<file path="src/rtl/adctm_pkg.sv">
`default_nettype none
// ----------------------------------------------------------------------------
// adctm_pkg
// Shared constants for the converter trimmed-mean filter.
// ----------------------------------------------------------------------------
package adctm_pkg;

  // Default build parameters
  localparam int SAMPLE_BITS_DEF = 12;
  localparam int MAX_KEPT_DEF    = 48;

  // Result field
  localparam int              OUT_BITS = 12;
  localparam logic [11:0]     OUT_MAX  = 12'hFFF;

  // Register widths
  localparam int DISC_W   = 4;
  localparam int KEPT_W   = 6;
  localparam int SHIFT_W  = 3;
  localparam int CFG_IDX_W  = 2;
  localparam int CFG_DATA_W = 6;

  // Register indexes
  localparam logic [CFG_IDX_W-1:0] REG_DISCARD = 2'd0;
  localparam logic [CFG_IDX_W-1:0] REG_KEPT    = 2'd1;
  localparam logic [CFG_IDX_W-1:0] REG_SHIFT   = 2'd2;

  // Register reset values
  localparam logic [DISC_W-1:0]  DISCARD_RST = 4'd2;
  localparam logic [KEPT_W-1:0]  KEPT_RST    = 6'd18;
  localparam logic [SHIFT_W-1:0] SHIFT_RST   = 3'd4;

  // Smallest kept count honored
  localparam int KEPT_MIN = 2;

endpackage : adctm_pkg
`default_nettype wire

</file>
<file path="src/rtl/adctm_accum.sv">
`default_nettype none
// ----------------------------------------------------------------------------
// adctm_accum
// Window position, running sum and max/min tracking for one window.
// ----------------------------------------------------------------------------
module adctm_accum #(
  parameter int SAMPLE_BITS = adctm_pkg::SAMPLE_BITS_DEF,
  parameter int MAX_KEPT    = adctm_pkg::MAX_KEPT_DEF,
  parameter int POS_W       = $clog2(MAX_KEPT + 16),
  parameter int SUM_W       = SAMPLE_BITS + POS_W
) (
  input  wire logic                           clk,
  input  wire logic                           rst_n,
  input  wire logic                           step,
  input  wire logic [SAMPLE_BITS-1:0]         sample,
  input  wire logic [adctm_pkg::DISC_W-1:0]   discard_count,
  input  wire logic [adctm_pkg::KEPT_W-1:0]   kept_count,
  output logic                                close,
  output logic [SUM_W-1:0]                    sum_upd,
  output logic [SAMPLE_BITS-1:0]              largest_upd,
  output logic [SAMPLE_BITS-1:0]              smallest_upd
);
  import adctm_pkg::*;

  localparam int CW = (POS_W > KEPT_W) ? POS_W : KEPT_W;

  logic [POS_W-1:0]       pos_r;
  logic [SUM_W-1:0]       sum_r;
  logic [SAMPLE_BITS-1:0] largest_r;
  logic [SAMPLE_BITS-1:0] smallest_r;

  logic [CW-1:0]    kept_x;
  logic [CW-1:0]    kept_eff;
  logic [POS_W-1:0] win_end;
  logic [POS_W-1:0] pos_inc;
  logic             in_keep;

  // clamp kept count to [KEPT_MIN, MAX_KEPT]
  always_comb begin
    kept_x = CW'(kept_count);
    if (kept_x < CW'(KEPT_MIN)) begin
      kept_eff = CW'(KEPT_MIN);
    end else if (kept_x > CW'(MAX_KEPT)) begin
      kept_eff = CW'(MAX_KEPT);
    end else begin
      kept_eff = kept_x;
    end
  end

  assign win_end = POS_W'(discard_count) + POS_W'(kept_eff);
  assign pos_inc = pos_r + POS_W'(1);
  assign in_keep = (pos_r >= POS_W'(discard_count));
  assign close   = (pos_inc >= win_end);

  assign largest_upd  = (in_keep && (sample > largest_r))  ? sample : largest_r;
  assign smallest_upd = (in_keep && (sample < smallest_r)) ? sample : smallest_r;
  assign sum_upd      = sum_r + (in_keep ? SUM_W'(sample) : '0);

  always_ff @(posedge clk) begin
    if (!rst_n) begin
      pos_r      <= '0;
      sum_r      <= '0;
      largest_r  <= '0;
      smallest_r <= '1;
    end else if (step) begin
      if (close) begin
        pos_r      <= '0;
        sum_r      <= '0;
        largest_r  <= '0;
        smallest_r <= '1;
      end else begin
        pos_r      <= pos_inc;
        sum_r      <= sum_upd;
        largest_r  <= largest_upd;
        smallest_r <= smallest_upd;
      end
    end
  end

endmodule : adctm_accum
`default_nettype wire

</file>
<file path="src/rtl/adctm_trim.sv">
`default_nettype none
// ----------------------------------------------------------------------------
// adctm_trim
// Drops max and min from the window sum, shifts and saturates.
// ----------------------------------------------------------------------------
module adctm_trim #(
  parameter int SAMPLE_BITS = adctm_pkg::SAMPLE_BITS_DEF,
  parameter int SUM_W       = adctm_pkg::SAMPLE_BITS_DEF + 6
) (
  input  wire logic [SUM_W-1:0]               sum_in,
  input  wire logic [SAMPLE_BITS-1:0]         largest,
  input  wire logic [SAMPLE_BITS-1:0]         smallest,
  input  wire logic [adctm_pkg::SHIFT_W-1:0]  shift,
  output logic [adctm_pkg::OUT_BITS-1:0]      average
);
  import adctm_pkg::*;

  logic [SUM_W:0]   pair;
  logic [SUM_W-1:0] trimmed;
  logic [SUM_W-1:0] shifted;

  assign pair = (SUM_W+1)'(largest) + (SUM_W+1)'(smallest);

  // short windows after a mid-window register change can go negative
  assign trimmed = ({1'b0, sum_in} >= pair) ? SUM_W'({1'b0, sum_in} - pair) : '0;
  assign shifted = trimmed >> shift;
  assign average = (|shifted[SUM_W-1:OUT_BITS]) ? OUT_MAX : shifted[OUT_BITS-1:0];

endmodule : adctm_trim
`default_nettype wire

</file>
<file path="src/rtl/adc_trimmed_mean_filter_unit.sv">
`default_nettype none
// ----------------------------------------------------------------------------
// adc_trimmed_mean_filter_unit
// Trimmed-mean averaging filter for a converter sample stream.
// ----------------------------------------------------------------------------
// Each window is discard_count settling samples followed by kept_count
// (clamped to 2..MAX_KEPT) samples. Kept samples are summed while the largest
// and smallest are tracked; on the last sample of the window the max and min
// are removed, the rest is shifted right by average_shift and saturated to
// 4095, giving one result request; the window then restarts. Samples that do
// not close a window give no result. Throughput is one sample per clock
// while results are taken: a sample is captured in an input register, the
// window update (one add, two compares) and the trim/shift/saturate run
// combinationally on that register, and a result lands in the output
// register. While a result waits for out_ready the input register still
// takes one more sample; the input then stalls until the result is taken,
// whether or not the waiting sample closes a window. Register writes
// take effect at once and do not restart the window; write them only while
// the filter is idle. Writes to index 3 are ignored.
// ----------------------------------------------------------------------------
module adc_trimmed_mean_filter_unit #(
  parameter int SAMPLE_BITS = adctm_pkg::SAMPLE_BITS_DEF,
  parameter int MAX_KEPT    = adctm_pkg::MAX_KEPT_DEF
) (
  input  wire logic                              clk,
  input  wire logic                              rst_n,
  // sample channel
  input  wire logic                              in_valid,
  output logic                                   in_ready,
  input  wire logic [SAMPLE_BITS-1:0]            in_sample,
  // result channel
  output logic                                   out_valid,
  input  wire logic                              out_ready,
  output logic [adctm_pkg::OUT_BITS-1:0]         out_average,
  // register writes
  input  wire logic                              cfg_we,
  input  wire logic [adctm_pkg::CFG_IDX_W-1:0]   cfg_index,
  input  wire logic [adctm_pkg::CFG_DATA_W-1:0]  cfg_data
);
  import adctm_pkg::*;

  localparam int POS_W = $clog2(MAX_KEPT + 16);
  localparam int SUM_W = SAMPLE_BITS + POS_W;

  // configuration
  logic [DISC_W-1:0]  discard_count_r;
  logic [KEPT_W-1:0]  kept_count_r;
  logic [SHIFT_W-1:0] average_shift_r;

  // input register
  logic                   s1_valid_r;
  logic [SAMPLE_BITS-1:0] s1_sample_r;

  // output register
  logic                out_valid_r;
  logic [OUT_BITS-1:0] out_average_r;

  logic                   adv;
  logic                   close;
  logic [SUM_W-1:0]       sum_upd;
  logic [SAMPLE_BITS-1:0] largest_upd;
  logic [SAMPLE_BITS-1:0] smallest_upd;
  logic [OUT_BITS-1:0]    average_nxt;

  // the captured sample moves on once the output slot is free or draining
  assign adv      = s1_valid_r && (!out_valid_r || out_ready);
  assign in_ready = !s1_valid_r || adv;

  always_ff @(posedge clk) begin
    if (!rst_n) begin
      discard_count_r <= DISCARD_RST;
      kept_count_r    <= KEPT_RST;
      average_shift_r <= SHIFT_RST;
    end else if (cfg_we) begin
      unique case (cfg_index)
        REG_DISCARD: discard_count_r <= cfg_data[DISC_W-1:0];
        REG_KEPT:    kept_count_r    <= cfg_data[KEPT_W-1:0];
        REG_SHIFT:   average_shift_r <= cfg_data[SHIFT_W-1:0];
        default: ;
      endcase
    end
  end

  always_ff @(posedge clk) begin
    if (!rst_n) begin
      s1_valid_r <= 1'b0;
    end else if (in_ready) begin
      s1_valid_r <= in_valid;
    end
  end

  always_ff @(posedge clk) begin
    if (in_ready && in_valid) begin
      s1_sample_r <= in_sample;
    end
  end

  adctm_accum #(
    .SAMPLE_BITS (SAMPLE_BITS),
    .MAX_KEPT    (MAX_KEPT),
    .POS_W       (POS_W),
    .SUM_W       (SUM_W)
  ) u_accum (
    .clk           (clk),
    .rst_n         (rst_n),
    .step          (adv),
    .sample        (s1_sample_r),
    .discard_count (discard_count_r),
    .kept_count    (kept_count_r),
    .close         (close),
    .sum_upd       (sum_upd),
    .largest_upd   (largest_upd),
    .smallest_upd  (smallest_upd)
  );

  adctm_trim #(
    .SAMPLE_BITS (SAMPLE_BITS),
    .SUM_W       (SUM_W)
  ) u_trim (
    .sum_in   (sum_upd),
    .largest  (largest_upd),
    .smallest (smallest_upd),
    .shift    (average_shift_r),
    .average  (average_nxt)
  );

  // result register: loads on window close, clears when taken
  always_ff @(posedge clk) begin
    if (!rst_n) begin
      out_valid_r <= 1'b0;
    end else if (adv && close) begin
      out_valid_r <= 1'b1;
    end else if (out_ready) begin
      out_valid_r <= 1'b0;
    end
  end

  always_ff @(posedge clk) begin
    if (adv && close) begin
      out_average_r <= average_nxt;
    end
  end

  assign out_valid   = out_valid_r;
  assign out_average = out_average_r;

endmodule : adc_trimmed_mean_filter_unit
`default_nettype wire

</file>
<file path="config.mk">
export PLATFORM = sky130hd
export DESIGN_NAME = adc_trimmed_mean_filter_unit
export DESIGN_NICKNAME = d
export VERILOG_FILES = /design/src/rtl/adctm_pkg.sv /design/src/rtl/adctm_accum.sv /design/src/rtl/adctm_trim.sv /design/src/rtl/adc_trimmed_mean_filter_unit.sv
export SDC_FILE = /design/constraint.sdc
export NUM_CORES = 1
export LEC_CHECK = 0
export ABC_AREA = 1
export BUFFER_PORTS_ARGS = -buffer_cell sky130_fd_sc_hd__buf_4
export CORE_MARGIN = 1.5
export CORE_UTILIZATION = 30
export DETAILED_ROUTE_END_ITERATION = 8
export PLACE_DENSITY = 0.56
export SYNTH_ARGS = -nofsm -noshare
export SYNTH_HDL_FRONTEND = slang
export SYNTH_HIERARCHICAL = 1
export SYNTH_SLANG_ARGS = --single-unit
export TNS_END_PERCENT = 20
</file>
<file path="constraint.sdc">
create_clock -name clk -period 4.53 [get_ports clk]
set_input_delay 0.453 -clock clk [delete_from_list [all_inputs] [get_ports clk]]
set_output_delay 0.453 -clock clk [all_outputs]
set_load 0.005 [all_outputs]
</file>
=== After elaboration in Yosys (flattened, before gate mapping) ===
Index checks and enable logic that the tools add are counted.

* Add/sub/neg operators: 5
* Order comparisons: 7
* Equality and inequality tests: 2
* Shift operators: 1
* Multiplexer cells: 12
* Reductions and logical operators: 15

{| class="wikitable"
|+ Operator list
! cell !! number
|-
| 12-bit two-way mux || 5
|-
| 18-bit two-way mux || 2
|-
| 18-bit by 19-bit >= comparator with 1-bit output || 1
|-
| 18-bit adder || 1
|-
| 6-bit two-way mux || 3
|-
| 18-bit by 3-bit >> shifter with 18-bit output || 1
|-
| 18-bit subtractor || 1
|-
| 12-bit by 12-bit adder with 13-bit output || 1
|-
| 12-bit > comparator || 1
|-
| 12-bit less-than comparator || 1
|-
| 4-bit by 6-bit adder with 6-bit output || 1
|-
| 6-bit by 1-bit adder with 6-bit output, second input constant || 1
|-
| 6-bit by 4-bit >= comparator with 1-bit output || 1
|-
| 6-bit >= comparator || 1
|-
| 6-bit > comparator, second input constant || 1
|-
| 6-bit by 2-bit less-than comparator with 1-bit output, second input constant || 1
|-
| 2-bit AND reduction || 3
|-
| 6-bit OR reduction || 1
|-
| 1-bit logical AND || 5
|-
| 2-bit by 1-bit == test with 1-bit output, second input constant || 1
|-
| 2-bit == test, second input constant || 1
|-
| 1-bit logical NOT || 2
|-
| 2-bit logical NOT || 1
|-
| 1-bit logical OR || 2
|-
| 2 further kinds || 3
|}

* Register bits after elaboration: 87
* Input bits: 25
* Output and inout port bits: 14
* Word-level logic and storage cells: 53

=== Depth between registers and ports, before layout ===
* Depth after elaboration: 8
* Gate-level depth with buffers: 39
* Mapped depth without buffers: 38

=== Modules after synthesis ===
The synthesis kept the hierarchy.

{| class="wikitable"
|+ Modules (own cells, without submodules)
! module !! times used !! cells an instance !! area an instance (sq um) !! seq. area each (sq um)
|-
| adctm_accum || 1 || 704 || 4733.3 || 960.9
|-
| adctm_trim || 1 || 426 || 2372.3 || 0.0
|-
| adc_trimmed_mean_filter_unit || 1 || 117 || 1375.1 || 1021.0
|}

=== Worst setup path after synthesis ===
No wires, ideal clock.

* Path kind: register to register
* Start: register s1_sample_r[11]
* End: register out_average_r[10], in the netlist out_average[10], data pin
* Setup time: 0.258 ns
* Data arrival time: 4.602 ns
* Required time: 4.272 ns
* Path slack: -0.331 ns
* Stages on the path, launching flop included: 31
* Path buffers: 3
* Period minus slack after synthesis: 4.861 ns
* Cells stage by stage: edfxtp_1 > ha_1 > nand2_1 > nor2_2 > and2_1 > nand2_1 > nand3_2 > buf_4 > nand3_1 > and2_1 > fa_1 > nand3_1 > and2_1 > o221ai_1 > a21o_1 > a21oi_1 > o21ai_0 > a21oi_1 > ha_1 > nand2_2 > nor2_1 > a21oi_4 > nand3_4 > buf_8 > nand4_1 > nand2_1 > nand2_2 > nand2_2 > o21bai_4 > buf_8 > nand3_2

* Word-level cells in the longest chain between the ends: 8
* Elaborated cells on any way between the ends: 14
* Those cells by class: add/sub (3); order compare (3); shift (1); mux (4); reduce/logical (3)

{| class="wikitable"
|+ RTL lines
! element !! line !! RTL
|-
| start, declared || adc_trimmed_mean_filter_unit.sv:52 || <nowiki>logic [SAMPLE_BITS-1:0] s1_sample_r;</nowiki>
|-
| start signal, assigned || adc_trimmed_mean_filter_unit.sv:94 || <nowiki>s1_sample_r <= in_sample;</nowiki>
|-
| 12-bit > comparator (*) || adctm_accum.sv:55 || <nowiki>assign largest_upd = (in_keep && (sample > largest_r)) ? sample : largest_r;</nowiki>
|-
| 1-bit logical AND (*) || adctm_accum.sv:55 ||
|-
| 12-bit two-way mux (*) || adctm_accum.sv:55 ||
|-
| via largest_upd[1] || adc_trimmed_mean_filter_unit.sv:61 || <nowiki>logic [SAMPLE_BITS-1:0] largest_upd;</nowiki>
|-
| 12-bit by 12-bit adder with 13-bit output (*) || adctm_trim.sv:22 || <nowiki>assign pair = (SUM_W+1)'(largest) + (SUM_W+1)'(smallest);</nowiki>
|-
| 18-bit subtractor or 18-bit by 19-bit >= comparator with 1-bit output (tied branches) || adctm_trim.sv:25 || <nowiki>assign trimmed = ({1'b0, sum_in} >= pair) ? SUM_W'({1'b0, sum_in} - pair) : '0;</nowiki>
|-
| 18-bit two-way mux (*) || adctm_trim.sv:25 ||
|-
| 18-bit by 3-bit >> shifter with 18-bit output (*) || adctm_trim.sv:26 || <nowiki>assign shifted = trimmed >> shift;</nowiki>
|-
| 6-bit OR reduction || adctm_trim.sv:27 || <nowiki>assign average = (|shifted[SUM_W-1:OUT_BITS]) ? OUT_MAX : shifted[OUT_BITS-1:0];</nowiki>
|-
| end signal, assigned || adc_trimmed_mean_filter_unit.sv:140 || <nowiki>out_average_r <= average_nxt;</nowiki>
|-
| end, declared || adc_trimmed_mean_filter_unit.sv:56 || <nowiki>logic [OUT_BITS-1:0] out_average_r;</nowiki>
|}

The timed path passes the listed nets; every way through them passes the cells marked *.
A chain may end at the register's enable or synchronous reset.

=== Worst setup path after layout ===
* Start: register s1_sample_r[11]
* End: register out_average_r[0], in the netlist out_average[0], data pin

The elaborated chain is that of the path after synthesis.

==> results.sh <==
export IMPL_avgSynthCellArea_um2=6.80
export IMPL_dp_cells=1830
export IMPL_status="complete, but fails checks"
export IMPL_cts_buffers=9
export IMPL_totalWireLength_mm=23.1
export IMPL_io_pins=39
export IMPL_synth_top_cell_area_share_pct=16.0
export IMPL_slowest_stage="edfxtp_1"
export IMPL_area_delta_synth_final_pct=36.7
export IMPL_worst_slack_ps=-476
export IMPL_wl_per_cell_um=12.4
export IMPL_yosys_area_top_type="nand2_1"
export IMPL_critPathMaxStageDelay_ps=420
export IMPL_skew_ps=10.6
export IMPL_timing_final_crit_share_pct=111
export IMPL_ys_flop_type="dfxtp_1"
export IMPL_crit_required_ps=4640
export IMPL_fin_area_mm2=0.0116
export IMPL_final_util_pct=41.7
export IMPL_syn_area_mm2=0.00848
export IMPL_synth_seq_cells=87
export IMPL_layout_common_cells="nand2_1, buf_4, inv_1"
export IMPL_hold_buffers=0
export IMPL_diodes=0
export IMPL_min_period_ps=5010
export IMPL_synthCells=1247
export IMPL_final_hold_viol_count=0
export IMPL_cts_tree="yes"
export IMPL_synth_area_leaders="nand2_1, dfxtp_1, ha_1"
export IMPL_cts_buffer_depth=2
export IMPL_maxCapViolCount=0
export IMPL_grtUsageMet3_pct=2.36
export IMPL_die_area_mm2=0.0293
export IMPL_grt_pass1_wl_mm=38.2
export IMPL_slew_violations=0
export IMPL_n_fill_cell=2903
export IMPL_synth_edf_count=24
export IMPL_row_count=61
export IMPL_final_layout_size_suffix_gt1_share_pct=32.7
export IMPL_fmax_ghz=0.200
export IMPL_start_kind="register"
export IMPL_leakagePower_uw=0.00591
export IMPL_dr_pass1_iters=4
export IMPL_ant_nets=0
export IMPL_regArea_mm2=0.00198
export IMPL_total_power_uw=4280
export IMPL_viasPerCell=4.52
export IMPL_yosys_warnings=6
export IMPL_grt_start_max_net_pins=48
export IMPL_cellPowerDensity_mw_per_mm2=369
export IMPL_clkSinkCount=87
export IMPL_nNetsFinal=1586
export IMPL_slew_headroom_pct=30.0
export IMPL_tightest_slew_ps=1050
export IMPL_design_core_area_mm2=0.0278
export IMPL_setup_viol=12
export IMPL_place_port_buffers=38
export IMPL_worstPathArrival_ps=5110
export IMPL_die_y_um=171
export IMPL_overflow=0
export IMPL_antenna_found_initial=0
export IMPL_syn_nets=1351
export IMPL_final_cells=1865
export IMPL_violations="setup timing"
export IMPL_insertion_delay_ps=360
export IMPL_async_flop_share_pct=0
export IMPL_synth_cell_type_count=51
export IMPL_htree_levels=3
export IMPL_drt_iter0_drc=361
export IMPL_place_gp_congestion=0.865
export IMPL_root_buffer="clkbuf_16"
export IMPL_grt_use_met2_pct=28.3
export IMPL_crit_path_max_fanout=7
export IMPL_rsz0062_at_grt="true"
export IMPL_top_usage_layer="met2"
export IMPL_path_class="reg2reg"
export IMPL_ir_worst_vdd_uv=228
export IMPL_hold_class="in2reg"
export IMPL_hpwl_mm=17.8
export IMPL_multi_input_area_mm2=0.00602
export IMPL_path_clk_slew_ps=70
export IMPL_start_util_pct=30.5
export IMPL_finalSetupTns_ps=-5390
export IMPL_grt_use_met1_pct=20.6
export IMPL_end_kind="register"
export IMPL_yosysSeqAreaShare_pct=23.4
export IMPL_placed_cell_area_mm2=0.0106
export IMPL_mostFrequentLayoutCell="nand2_1"
export IMPL_grt_pass1_vias=8130
export IMPL_fp_dieW_um=171
export IMPL_vias=8425
export IMPL_drcViolationCount=0
export IMPL_track_usage_pct=16.2
where the power goes:
group | switching (uW) | total [uW] | internal (uW)
Clock | 349 | 781 | 431
Combinational | 1360 | 2620 | 1260
Sequential | 24.6 | 882 | 858
Total | 1730 | 4280 | 2550
layout make-up:
| type | instances | area share (%) |
|---|---|---|
| clock inverters | 6 | 0.594 |
| multi-input cells | 927 | 51.9 |
| clock buffers | 10 | 1.97 |
| inverters | 197 | 6.42 |
| flip-flops and latches | 87 | 17.1 |
| well taps | 378 | 4.08 |
| repair buffers | 260 | 17.9 |
kinds of logic (layout without fill, tap and decap cells):
family	Yosys count	after routing	share of synthesized area [%]
xor+xnor	29	29	3.00
compound gates	126	126	8.75
buf+inv	234	473	11.9
flops	87	87	23.4
simple gates	692	693	41.0
fa+ha+maj	79	79	12.0
final timing paths:
path | startpoint | cells past startpoint | endpoint | slack [ps]
max | s1_sample_r[11]$_DFFE_PP_ | 33 | out_average[0]$_DFFE_PP_ | -480
min | in_sample[0] | 1 | s1_sample_r[0]$_DFFE_PP_ | 270
max reg2reg | s1_sample_r[11]$_DFFE_PP_ | 33 | out_average[0]$_DFFE_PP_ | -480
min reg2reg | kept_count_r[1]$_SDFFE_PN1P_ | 2 | kept_count_r[1]$_SDFFE_PN1P_ | 470
through the flow:
stage | hold slack (ps) | setup slack [ps]
after CTS | 257 | -422
after detailed placement | 449 | -687
after global placement | 444 | -544
after floorplan | 429 | -110
after global routing | 256 | -798
final | 266 | -476
routing by layer:
layer / wire length [um] / vias to the layer above
met1: 11100 / 3840
met3: 647 / 21
met2: 11000 / 100
li1: - / 4464
met4: 363 / 0
met5: 0 / -
cell usage after synthesis, types with 9 or more instances:
| library cell | number |
|---|---|
| nand2_1 | 362 |
| inv_1 | 184 |
| nand3_1 | 119 |
| a21oi_1 | 82 |
| ha_1 | 75 |
| dfxtp_1 | 63 |
| nor2_1 | 62 |
| nand3_2 | 38 |
| edfxtp_1 | 24 |
| and2_1 | 23 |
| nand2_4 | 23 |
| xor2_1 | 20 |
| nand4_1 | 16 |
| nand2_2 | 13 |
| buf_2 | 11 |
| clkbuf_1 | 11 |
| a21oi_2 | 10 |
| o21ai_1 | 10 |
| inv_2 | 9 |
| xnor2_1 | 9 |
repair_timing:
action | CTS | global route
buffers inserted | 14 | 3
gates cloned | 1 | 1
setup endpoints to repair | 12 | 12
pin swaps | 42 | 8
gates resized for setup | 86 | 22
critical path, delay by kind of cell, from the launching register on:
family	cells	cell delay, ps
AOI/OAI and AO/OA	6	850
adders and majority gates	3	920
buffers and inverters	6	710
DFF	1	420
and+or+nand+nor	18	1830
registers in the layout, indices dropped and copies added (netlist names):
register	flops
u_accum/sum_r	18
out_average	12
s1_sample_r	12
u_accum/largest_r	12
u_accum/smallest_r	12
kept_count_r	6
u_accum/pos_r	6
discard_count_r	4
average_shift_r	3
out_valid	1
s1_valid_r	1
Power figures use the tool's default switching activity.
